--- src/rtl/cube_face_orientation_debounce_defines.svh ---
// ----------------------------------------------------------------------------
// Cube face orientation debounce - assertion macros
// Shared concurrent assertion forms, clocked on clk and disabled in rst.
// ----------------------------------------------------------------------------
`ifndef CUBE_FACE_ORIENTATION_DEBOUNCE_DEFINES_SVH
`define CUBE_FACE_ORIENTATION_DEBOUNCE_DEFINES_SVH

// same-cycle implication
`define CFOD_ASSERT_IMP(label, a, c, msg) \
  label: assert property (@(posedge clk) disable iff (rst) (a) |-> (c)) \
    else $error(msg);

// next-cycle implication
`define CFOD_ASSERT_NEXT(label, a, c, msg) \
  label: assert property (@(posedge clk) disable iff (rst) (a) |=> (c)) \
    else $error(msg);

`endif

--- src/rtl/cfod_pkg.sv ---
// ----------------------------------------------------------------------------
// Cube face orientation debounce - package
// Field widths, codes, beat types and constants shared by the front end, back end,
// top level and testbench.
package cfod_pkg;

  localparam int TIME_BITS   = 40;
  localparam int SAMPLE_BITS = 16;
  localparam int SEC_BITS    = 31;
  localparam int CFG_BITS    = 16;
  localparam int CFG_IDX_BITS = 2;

  localparam int MS_PER_S = 1000;
  localparam int MOD_STEP = 2;

  // floor(ms / 1000) = floor((ms >> 3) * DIV_RECIP / 2**DIV_SHIFT) for ms < 2**40
  localparam int DIV_PRE    = 3;
  localparam int DIV_SHIFT  = 44;
  localparam int RECIP_BITS = 38;
  localparam logic [RECIP_BITS-1:0] DIV_RECIP = 38'd140737488356;

  localparam logic [CFG_BITS-1:0] SETTLE_MS_RST    = CFG_BITS'(1500);
  localparam logic [CFG_BITS-1:0] INTERVAL_MS_RST  = CFG_BITS'(100);
  localparam logic [CFG_BITS-1:0] LOG_PERIOD_S_RST = CFG_BITS'(60);

  typedef enum logic [CFG_IDX_BITS-1:0] {
    REG_SETTLE     = 2'd0,
    REG_INTERVAL   = 2'd1,
    REG_LOG_PERIOD = 2'd2
  } cfg_reg_t;

  typedef enum logic [2:0] {
    FACE_NONE  = 3'd0,
    FACE_POS_X = 3'd1,
    FACE_NEG_X = 3'd2,
    FACE_POS_Y = 3'd3,
    FACE_NEG_Y = 3'd4,
    FACE_POS_Z = 3'd5
  } face_t;

  typedef enum logic [1:0] {
    EV_NONE   = 2'd0,
    EV_BOOT   = 2'd1,
    EV_SWITCH = 2'd2,
    EV_LOG    = 2'd3
  } event_kind_t;

  typedef enum logic [1:0] {
    ST_IDLE,
    ST_SEC,
    ST_MOD,
    ST_DONE
  } back_state_t;

  typedef struct packed {
    logic signed [SAMPLE_BITS-1:0] accel_x;
    logic signed [SAMPLE_BITS-1:0] accel_y;
    logic signed [SAMPLE_BITS-1:0] accel_z;
    logic [TIME_BITS-1:0]          now_ms;
  } sample_t;

  typedef struct packed {
    event_kind_t         event_kind;
    logic [SEC_BITS-1:0] event_seconds;
    face_t               current_face;
    logic [SEC_BITS-1:0] session_seconds;
  } result_t;

  typedef struct packed {
    face_t                face;
    logic [TIME_BITS-1:0] now_ms;
  } item_t;

  typedef struct packed {
    logic                    write;
    logic [CFG_IDX_BITS-1:0] index;
    logic [CFG_BITS-1:0]     data;
  } cfg_wr_t;

endpackage

--- src/rtl/cfod_fifo.sv ---
// ----------------------------------------------------------------------------
// Cube face orientation debounce - queue
// Small register queue with push/full and pop/empty sides.
// ----------------------------------------------------------------------------
module cfod_fifo #(
  parameter int WIDTH = 8,
  parameter int DEPTH = 2
) (
  input  logic             clk,
  input  logic             rst,
  input  logic             push,
  input  logic [WIDTH-1:0] wdata,
  output logic             full,
  input  logic             pop,
  output logic [WIDTH-1:0] rdata,
  output logic             empty
);

  localparam int PtrW = (DEPTH > 1) ? $clog2(DEPTH) : 1;
  localparam int CntW = $clog2(DEPTH + 1);

  logic [WIDTH-1:0] mem [DEPTH];
  logic [PtrW-1:0]  wr_ptr;
  logic [PtrW-1:0]  rd_ptr;
  logic [CntW-1:0]  count;
  logic             do_push;
  logic             do_pop;

  assign full    = (count == CntW'(DEPTH));
  assign empty   = (count == '0);
  assign do_push = push && !full;
  assign do_pop  = pop && !empty;
  assign rdata   = mem[rd_ptr];

  always_ff @(posedge clk) begin
    if (do_push) begin
      mem[wr_ptr] <= wdata;
    end
  end

  always_ff @(posedge clk) begin
    if (rst) begin
      wr_ptr <= '0;
      rd_ptr <= '0;
      count  <= '0;
    end else begin
      if (do_push) begin
        wr_ptr <= (wr_ptr == PtrW'(DEPTH - 1)) ? '0 : wr_ptr + 1'b1;
      end
      if (do_pop) begin
        rd_ptr <= (rd_ptr == PtrW'(DEPTH - 1)) ? '0 : rd_ptr + 1'b1;
      end
      if (do_push && !do_pop) begin
        count <= count + 1'b1;
      end else if (do_pop && !do_push) begin
        count <= count - 1'b1;
      end
    end
  end

endmodule

--- src/rtl/cfod_front.sv ---
// ----------------------------------------------------------------------------
// Cube face orientation debounce - front end
// Classifies a sample into its resting face by the dominant axis.
// ----------------------------------------------------------------------------
module cfod_front (
  input  cfod_pkg::sample_t sample,
  output cfod_pkg::item_t   item
);
  import cfod_pkg::*;

  logic signed [SAMPLE_BITS:0] xe, ye, ze;
  logic [SAMPLE_BITS:0]        mx, my, mz;
  logic                        x_pos, y_pos, z_pos;
  face_t                       face;

  always_comb begin
    xe = {sample.accel_x[SAMPLE_BITS-1], sample.accel_x};
    ye = {sample.accel_y[SAMPLE_BITS-1], sample.accel_y};
    ze = {sample.accel_z[SAMPLE_BITS-1], sample.accel_z};
    mx = xe[SAMPLE_BITS] ? -xe : xe;
    my = ye[SAMPLE_BITS] ? -ye : ye;
    mz = ze[SAMPLE_BITS] ? -ze : ze;
    x_pos = !xe[SAMPLE_BITS] && (|sample.accel_x);
    y_pos = !ye[SAMPLE_BITS] && (|sample.accel_y);
    z_pos = !ze[SAMPLE_BITS] && (|sample.accel_z);
    priority if (mx > my && mx > mz) begin
      face = x_pos ? FACE_POS_X : FACE_NEG_X;
    end else if (my > mx && my > mz) begin
      face = y_pos ? FACE_POS_Y : FACE_NEG_Y;
    end else begin
      face = z_pos ? FACE_POS_Z : FACE_NONE;
    end
  end

  assign item.face   = face;
  assign item.now_ms = sample.now_ms;

endmodule

--- src/rtl/cfod_back.sv ---
// ----------------------------------------------------------------------------
// Cube face orientation debounce - back end
// Debounce state, config registers, seconds divider and log-period check.
// ----------------------------------------------------------------------------
module cfod_back (
  input  logic              clk,
  input  logic              rst,
  input  cfod_pkg::cfg_wr_t cfg,
  input  logic              item_empty,
  input  cfod_pkg::item_t   item,
  output logic              item_pop,
  input  logic              res_full,
  output logic              res_push,
  output cfod_pkg::result_t res
);
  import cfod_pkg::*;

  localparam int HalfW     = RECIP_BITS / 2;
  localparam int AccW      = 4 * HalfW;
  localparam int DivCycles = 4;
  localparam int DivCntW   = $clog2(DivCycles + 1);
  localparam int ModW      = ((SEC_BITS + MOD_STEP - 1) / MOD_STEP) * MOD_STEP;
  localparam int ModCycles = ModW / MOD_STEP;
  localparam int ModCntW   = $clog2(ModCycles + 1);
  localparam int CntW      = (DivCntW > ModCntW) ? DivCntW : ModCntW;
  localparam logic [HalfW-1:0] RecipLo = DIV_RECIP[HalfW-1:0];
  localparam logic [HalfW-1:0] RecipHi = DIV_RECIP[RECIP_BITS-1:HalfW];

  logic [CFG_BITS-1:0]  settle_ms;
  logic [CFG_BITS-1:0]  sample_interval_ms;
  logic [CFG_BITS-1:0]  log_period_s;

  logic                 started;
  face_t                settled_face;
  face_t                candidate_face;
  logic [TIME_BITS-1:0] candidate_since_ms;
  logic [TIME_BITS-1:0] session_start_ms;
  logic [TIME_BITS-1:0] last_sample_ms;

  back_state_t          state, state_next;
  logic [CntW-1:0]      cnt;
  logic [2*HalfW-1:0]   div_y;
  logic [AccW-1:0]      div_acc, div_acc_next;
  logic [HalfW-1:0]     mul_a, mul_b;
  logic [2*HalfW-1:0]   mul_p;
  logic [AccW-1:0]      mul_term;
  logic [ModW-1:0]      mod_sh, mod_sh_next;
  logic [CFG_BITS-1:0]  mod_rem, mod_rem_next;
  logic                 log_check;
  event_kind_t          kind;

  logic                 take;
  logic                 gap_ok, new_cand, settle_ok, do_switch, do_log, back_ok;
  logic [TIME_BITS-1:0] diff;
  logic                 div_last, mod_last;
  logic [SEC_BITS-1:0]  secs, secs_next;

  // decision on the item at the head of the queue
  always_comb begin
    gap_ok    = (item.now_ms >= last_sample_ms) &&
                ((item.now_ms - last_sample_ms) >= TIME_BITS'(sample_interval_ms));
    new_cand  = (item.face != candidate_face);
    settle_ok = (candidate_face != settled_face) &&
                (item.now_ms >= candidate_since_ms) &&
                ((item.now_ms - candidate_since_ms) >= TIME_BITS'(settle_ms));
    do_switch = started && gap_ok && !new_cand && settle_ok;
    do_log    = started && gap_ok && !new_cand && !settle_ok;
    back_ok   = (item.now_ms >= session_start_ms);
    diff      = (!started || do_switch || !back_ok) ? '0
                                                    : item.now_ms - session_start_ms;
  end

  // divide by 1000 as a reciprocal multiply, one partial product per cycle
  always_comb begin
    mul_a = cnt[1] ? div_y[2*HalfW-1:HalfW] : div_y[HalfW-1:0];
    mul_b = cnt[0] ? RecipHi : RecipLo;
    mul_p = (2*HalfW)'(mul_a) * (2*HalfW)'(mul_b);
    unique case (cnt[1:0])
      2'd0:    mul_term = AccW'(mul_p);
      2'd3:    mul_term = {mul_p, {(2*HalfW){1'b0}}};
      default: mul_term = AccW'({mul_p, {HalfW{1'b0}}});
    endcase
    div_acc_next = div_acc + mul_term;
  end

  // remainder by log period, MOD_STEP bits per cycle
  always_comb begin
    logic [CFG_BITS:0] t;
    logic [CFG_BITS:0] tsub;
    mod_rem_next = mod_rem;
    mod_sh_next  = mod_sh;
    for (int i = 0; i < MOD_STEP; i++) begin
      t           = {mod_rem_next, mod_sh_next[ModW-1]};
      tsub        = t - {1'b0, log_period_s};
      mod_sh_next = {mod_sh_next[ModW-2:0], 1'b0};
      if (t >= {1'b0, log_period_s}) begin
        mod_rem_next = tsub[CFG_BITS-1:0];
      end else begin
        mod_rem_next = t[CFG_BITS-1:0];
      end
    end
  end

  assign secs      = div_acc[DIV_SHIFT +: SEC_BITS];
  assign secs_next = div_acc_next[DIV_SHIFT +: SEC_BITS];
  assign div_last  = (cnt == CntW'(DivCycles - 1));
  assign mod_last  = (cnt == CntW'(ModCycles - 1));

  // sequencer
  always_comb begin
    state_next = state;
    take       = 1'b0;
    res_push   = 1'b0;
    unique case (state)
      ST_IDLE: begin
        if (!item_empty) begin
          take       = 1'b1;
          state_next = ST_SEC;
        end
      end
      ST_SEC: begin
        if (div_last) begin
          if (log_check && (secs_next != '0) && (log_period_s != '0)) begin
            state_next = ST_MOD;
          end else begin
            state_next = ST_DONE;
          end
        end
      end
      ST_MOD: begin
        if (mod_last) begin
          state_next = ST_DONE;
        end
      end
      ST_DONE: begin
        if (!res_full) begin
          res_push   = 1'b1;
          state_next = ST_IDLE;
        end
      end
      default: state_next = ST_IDLE;
    endcase
  end

  assign item_pop = take;

  always_ff @(posedge clk) begin
    if (rst) begin
      state <= ST_IDLE;
    end else begin
      state <= state_next;
    end
  end

  always_ff @(posedge clk) begin
    if (rst) begin
      settle_ms          <= SETTLE_MS_RST;
      sample_interval_ms <= INTERVAL_MS_RST;
      log_period_s       <= LOG_PERIOD_S_RST;
    end else if (cfg.write) begin
      unique case (cfg.index)
        REG_SETTLE:     settle_ms          <= cfg.data;
        REG_INTERVAL:   sample_interval_ms <= cfg.data;
        REG_LOG_PERIOD: log_period_s       <= cfg.data;
        default: ;
      endcase
    end
  end

  always_ff @(posedge clk) begin
    if (rst) begin
      started            <= 1'b0;
      settled_face       <= FACE_NONE;
      candidate_face     <= FACE_NONE;
      candidate_since_ms <= '0;
      session_start_ms   <= '0;
      last_sample_ms     <= '0;
    end else if (take) begin
      if (!started) begin
        started            <= 1'b1;
        settled_face       <= item.face;
        candidate_face     <= item.face;
        candidate_since_ms <= item.now_ms;
        session_start_ms   <= item.now_ms;
        last_sample_ms     <= item.now_ms;
      end else if (gap_ok) begin
        last_sample_ms <= item.now_ms;
        if (new_cand) begin
          candidate_face     <= item.face;
          candidate_since_ms <= item.now_ms;
        end else if (do_switch) begin
          settled_face     <= candidate_face;
          session_start_ms <= item.now_ms;
        end
      end
    end
  end

  always_ff @(posedge clk) begin
    if (rst) begin
      cnt       <= '0;
      log_check <= 1'b0;
      kind      <= EV_NONE;
    end else begin
      unique case (state)
        ST_IDLE: begin
          cnt       <= '0;
          log_check <= do_log;
          kind      <= !started ? EV_BOOT : (do_switch ? EV_SWITCH : EV_NONE);
        end
        ST_SEC: begin
          cnt <= div_last ? '0 : cnt + 1'b1;
        end
        ST_MOD: begin
          cnt <= cnt + 1'b1;
          if (mod_last && (mod_rem_next == '0)) begin
            kind <= EV_LOG;
          end
        end
        ST_DONE: ;
        default: ;
      endcase
    end
  end

  always_ff @(posedge clk) begin
    unique case (state)
      ST_IDLE: begin
        div_y   <= (2*HalfW)'(diff[TIME_BITS-1:DIV_PRE]);
        div_acc <= '0;
      end
      ST_SEC: begin
        div_acc <= div_acc_next;
        mod_sh  <= ModW'(secs_next);
        mod_rem <= '0;
      end
      ST_MOD: begin
        mod_sh  <= mod_sh_next;
        mod_rem <= mod_rem_next;
      end
      ST_DONE: ;
      default: ;
    endcase
  end

  assign res.event_kind      = kind;
  assign res.event_seconds   = (kind == EV_LOG) ? secs : '0;
  assign res.current_face    = settled_face;
  assign res.session_seconds = secs;

endmodule

--- src/rtl/cube_face_orientation_debounce.sv ---
// ----------------------------------------------------------------------------
// Cube face orientation debounce - top level
// Flow: each accepted sample is popped from the sample queue; ST_SEC runs the
// reciprocal divide by 1000, ST_MOD the log-period remainder loop when a log
// check runs, and ST_DONE pushes the result beat once the result queue has
// room. A new sample is taken only after the last result beat is pushed.
// Reset: synchronous rst empties both queues, clears state, loads 1500/100/60.
// ----------------------------------------------------------------------------
`include "cube_face_orientation_debounce_defines.svh"

module cube_face_orientation_debounce #(
  parameter int ITEM_DEPTH   = 2,
  parameter int RESULT_DEPTH = 2
) (
  input  logic                                 clk,
  input  logic                                 rst,
  input  logic                                 cfg_write,
  input  logic [cfod_pkg::CFG_IDX_BITS-1:0]    cfg_index,
  input  logic [cfod_pkg::CFG_BITS-1:0]        cfg_data,
  input  logic                                 push,
  input  cfod_pkg::sample_t                    sample,
  output logic                                 full,
  input  logic                                 pop,
  output cfod_pkg::result_t                    result,
  output logic                                 empty
);
  import cfod_pkg::*;

  item_t   item_in, item_out;
  logic    item_empty, item_pop;
  result_t res;
  logic    res_push, res_full;
  cfg_wr_t cfg;
  logic    beat_log, beat_quiet, beat_restart, log_secs_ok;

  assign cfg.write = cfg_write;
  assign cfg.index = cfg_index;
  assign cfg.data  = cfg_data;

  cfod_front u_front (
    .sample (sample),
    .item   (item_in)
  );

  cfod_fifo #(
    .WIDTH ($bits(item_t)),
    .DEPTH (ITEM_DEPTH)
  ) u_item_q (
    .clk   (clk),
    .rst   (rst),
    .push  (push),
    .wdata (item_in),
    .full  (full),
    .pop   (item_pop),
    .rdata (item_out),
    .empty (item_empty)
  );

  cfod_back u_back (
    .clk        (clk),
    .rst        (rst),
    .cfg        (cfg),
    .item_empty (item_empty),
    .item       (item_out),
    .item_pop   (item_pop),
    .res_full   (res_full),
    .res_push   (res_push),
    .res        (res)
  );

  cfod_fifo #(
    .WIDTH ($bits(result_t)),
    .DEPTH (RESULT_DEPTH)
  ) u_res_q (
    .clk   (clk),
    .rst   (rst),
    .push  (res_push),
    .wdata (res),
    .full  (res_full),
    .pop   (pop),
    .rdata (result),
    .empty (empty)
  );

  assign beat_log     = !empty && (result.event_kind == EV_LOG);
  assign beat_quiet   = !empty && (result.event_kind != EV_LOG);
  assign beat_restart = !empty &&
                        (result.event_kind == EV_BOOT || result.event_kind == EV_SWITCH);
  assign log_secs_ok  = (result.event_seconds == result.session_seconds) &&
                        (result.session_seconds != '0);

  `CFOD_ASSERT_IMP(a_log_seconds, beat_log, log_secs_ok, "log beat seconds mismatch")
  `CFOD_ASSERT_IMP(a_quiet_seconds, beat_quiet, result.event_seconds == '0, "stray seconds")
  `CFOD_ASSERT_IMP(a_restart, beat_restart, result.session_seconds == '0, "no restart")
  `CFOD_ASSERT_NEXT(a_item_held, push && !full, !item_empty, "accepted beat lost")

endmodule

--- config.mk ---
export PLATFORM = sky130hd
export DESIGN_NAME = cube_face_orientation_debounce
export DESIGN_NICKNAME = d
export VERILOG_FILES = /design/src/rtl/cfod_pkg.sv /design/src/rtl/cfod_fifo.sv /design/src/rtl/cfod_front.sv /design/src/rtl/cfod_back.sv /design/src/rtl/cube_face_orientation_debounce.sv
export VERILOG_INCLUDE_DIRS = /design/src /design/src/rtl
export SDC_FILE = /design/constraint.sdc
export NUM_CORES = 2
export LEC_CHECK = 0
export BUFFER_PORTS_ARGS = -buffer_cell sky130_fd_sc_hd__buf_2
export CORE_ASPECT_RATIO = 1.2
export CORE_UTILIZATION = 56
export CTS_BUF_LIST = sky130_fd_sc_hd__clkbuf_4 sky130_fd_sc_hd__clkbuf_8
export DETAILED_ROUTE_END_ITERATION = 7
export PLACE_DENSITY = 0.73
export SLEW_MARGIN = 20
export SYNTH_ARGS = -nofsm -noshare
export SYNTH_HDL_FRONTEND = slang
export SYNTH_HIERARCHICAL = 1
export SYNTH_SLANG_ARGS = --single-unit
export TNS_END_PERCENT = 30
--- constraint.sdc ---
create_clock -name clk -period 19.15 [get_ports clk]
set_clock_uncertainty 0.05 [all_clocks]
set_input_delay 3.83 -clock clk [delete_from_list [all_inputs] [get_ports clk]]
set_output_delay 3.83 -clock clk [all_outputs]
set_load 0.005 [all_outputs]
==> reports/metrics.csv <==
metric;value;unit
drt-vias-per-instance;5.819;
routed_wl;129.6;mm
dieArea;0.08815;mm2
period_share;59.60;%
antenna_found_initial;2;
ctsLongestPathBuffers;3;
final_util;60.27;%
end_kind;flip-flop;
drive_gt1_share;10.92;%
cts-resized-gates;0;
track_usage;29.08;%
maxCapViolations;0;
grt_first_pass_wirelength;202.4;mm
hold_viol_final;0;
ys_ff_latch;575;
core_area;0.08622;mm2
critPathTopFamily;compound AO/OA/AOI/OAI gates;
synth_top_area_share;23.43;%
reg2reg_slack;7.74;ns
synth_xor_area_share;4.784;%
synth-compound-area-share;15.36;%
path_buf_inv;7;
ioPinCount;180;
synth_edf_count;380;
async_flop_share;0;%
nets;6107;
clk_pin_slew;0.07;ns
avgSynthCellArea;9.283;um2
cts_num_sinks;575;
initialDrtViolationCount;2521;
area_growth;6.711;%
crit_arrival;12.08;ns
yosys.area_share.simple;13.59;%
synthDistinctLibCells;100;
clk_latency;0.78;ns
setup_violations;0;
drc;0;
synth_commonest_cells;inv_1, ha_1, nor2_1, edfxtp_1, a21oi_1;
post-cts-setup-buffers;0;
synth.most_common_cell;inv_1;
rsz0062_at_grt;false;
slowest_stage;fa_1;
die_w;271.2;um
dp_hpwl;102.6;mm
grt_overflow;0;
firstDrtPassIters;5;
hold_path.class;reg -> reg;
place_area;0.04995;mm2
fp-row-count;118;
post-route-min-period;11.41;ns
synth_top_family_by_area;adder cells;
critPathMostFrequentCell;inv_1;
timing.hold.ws;0.4081;ns
gp_congestion;0.9908;
wl_per_cell;19.92;um
cts_made_buffers;96;
yosys_warnings;6;
synth_mux_area_share;5.652;%
port_buffers;179;
critPathLaunchType;flip-flop;
initial_core_util;56.48;%
cp.required;19.82;ns
ant_nets;0;
r2r-start;u_back/cnt[0];
cts_hold_buf;0;
h-tree-depth;3;
max_freq;87.61;MHz
ys_seq_area_share;31.45;%
maxSlewViolCount;0;
syn_area;0.04870;mm2
grt_start_max_net_pins;79;
max_slew_margin;30.64;%
cts_tree;built;
worstSetupStartpoint;u_back/cnt[0];
vias;37870;
stdcell_area;0.05197;mm2
setup_tns;0;ns
grt_pass1_vias;37760;
path_max_fanout;54;
worstHoldStart;u_back/sample_interval_ms[14];
synthAdderAreaFrac;21.48;%
yosysTopAreaCell;edfxtp_1;
dieHeight;325.0;um
root_buffer;clkbuf_8;
tightestPinTransition;1.040;ns
crit_path_max_incr_delay;0.55;ns
worstSetupPathType;reg -> reg;
status;finished, final reports clean;
synthFlopType;edfxtp_1;
netlist_top_cells_area;edfxtp_1, ha_1, fa_1;
netlist_instances;5246;
[per-stage QoR]
stage	setup slack [ns]	std cells
floorplan	8.469	5252
global placement	8.063	6328
detailed placement	7.830	6328
CTS	7.809	6505
global route	6.816	6506
finish	7.736	6509
[final cells by class]
cell class,count,area [um2]
Tap cell,1140,1426
Clock buffer,131,1647
Antenna cell,4,10.01
Inverter,630,2365
Multi-Input combinational cell,3774,29720
Sequential cell,575,15320
Timing Repair Buffer,209,1127
Clock inverter,46,354.1
Fill cell,7567,34260
[cell families after synthesis]
logic type / count (synthesis)
other: 4
and+or+nand+nor: 1369
adders and majority gates: 712
buffers and inverters: 903
DFF: 575
muxes: 257
AOI/OAI and AO/OA: 1160
xor gates and xnor gates: 266
[registers in the layout, indices dropped and copies added (netlist names), 2 cells and up, named ones only]
register and count:
u_back/candidate_face 3, u_back/candidate_since_ms 40, u_back/cnt 5, u_back/div_acc 75, u_back/div_y 37, u_back/kind 2
u_back/last_sample_ms 40, u_back/log_period_s 16, u_back/mod_rem 16, u_back/mod_sh 32, u_back/sample_interval_ms 16, u_back/session_start_ms 40
u_back/settle_ms 16, u_back/settled_face 3, u_back/state 2, u_item_q/count 2, u_item_q/mem 86, u_res_q/count 2
u_res_q/mem 134
[placed cells by master, fill, tap and decap left out, types with 156 or more instances in the layout]
cell / count
nor2_1: 420
o21ai_0: 237
inv_1: 627
fa_1: 207
ha_1: 502
edfxtp_1: 380
buf_2: 178
nand2_1: 353
dfxtp_1: 192
xnor2_1: 156
a21oi_1: 361
[layer usage]
layer	wire length [um]	share of wire (%)	GRT usage (%)	vias up
li1	-	-	-	18410
met1	51250	40	33.54	18110
met2	66000	51	52.74	1023
met3	5438	4.2	3.440	325
met4	6955	5.4	14.66	0
met5	0	0	0	-
[worst register-to-register path, delay by kind of cell (launching register included)]
kind	cells	cell delay [ns]
XOR/XNOR	2	0.23
buffers and inverters	7	1.33
adder cells (fa/ha/maj)	8	3.69
flip-flops	1	0.31
AND/OR/NAND/NOR	6	1.49
AO/OA/AOI/OAI	19	4.26
[final timing paths]
path,endpoint,depth (start not counted)
hold reg to reg,u_back/sample_interval_ms[14],2
hold / removal,u_back/sample_interval_ms[14],2
setup / recovery,u_back/state[0],42
setup reg to reg,u_back/state[0],42
Power is not shown: default switching activity piles up to over one toggle a cycle in this logic, so the estimate is an artifact.
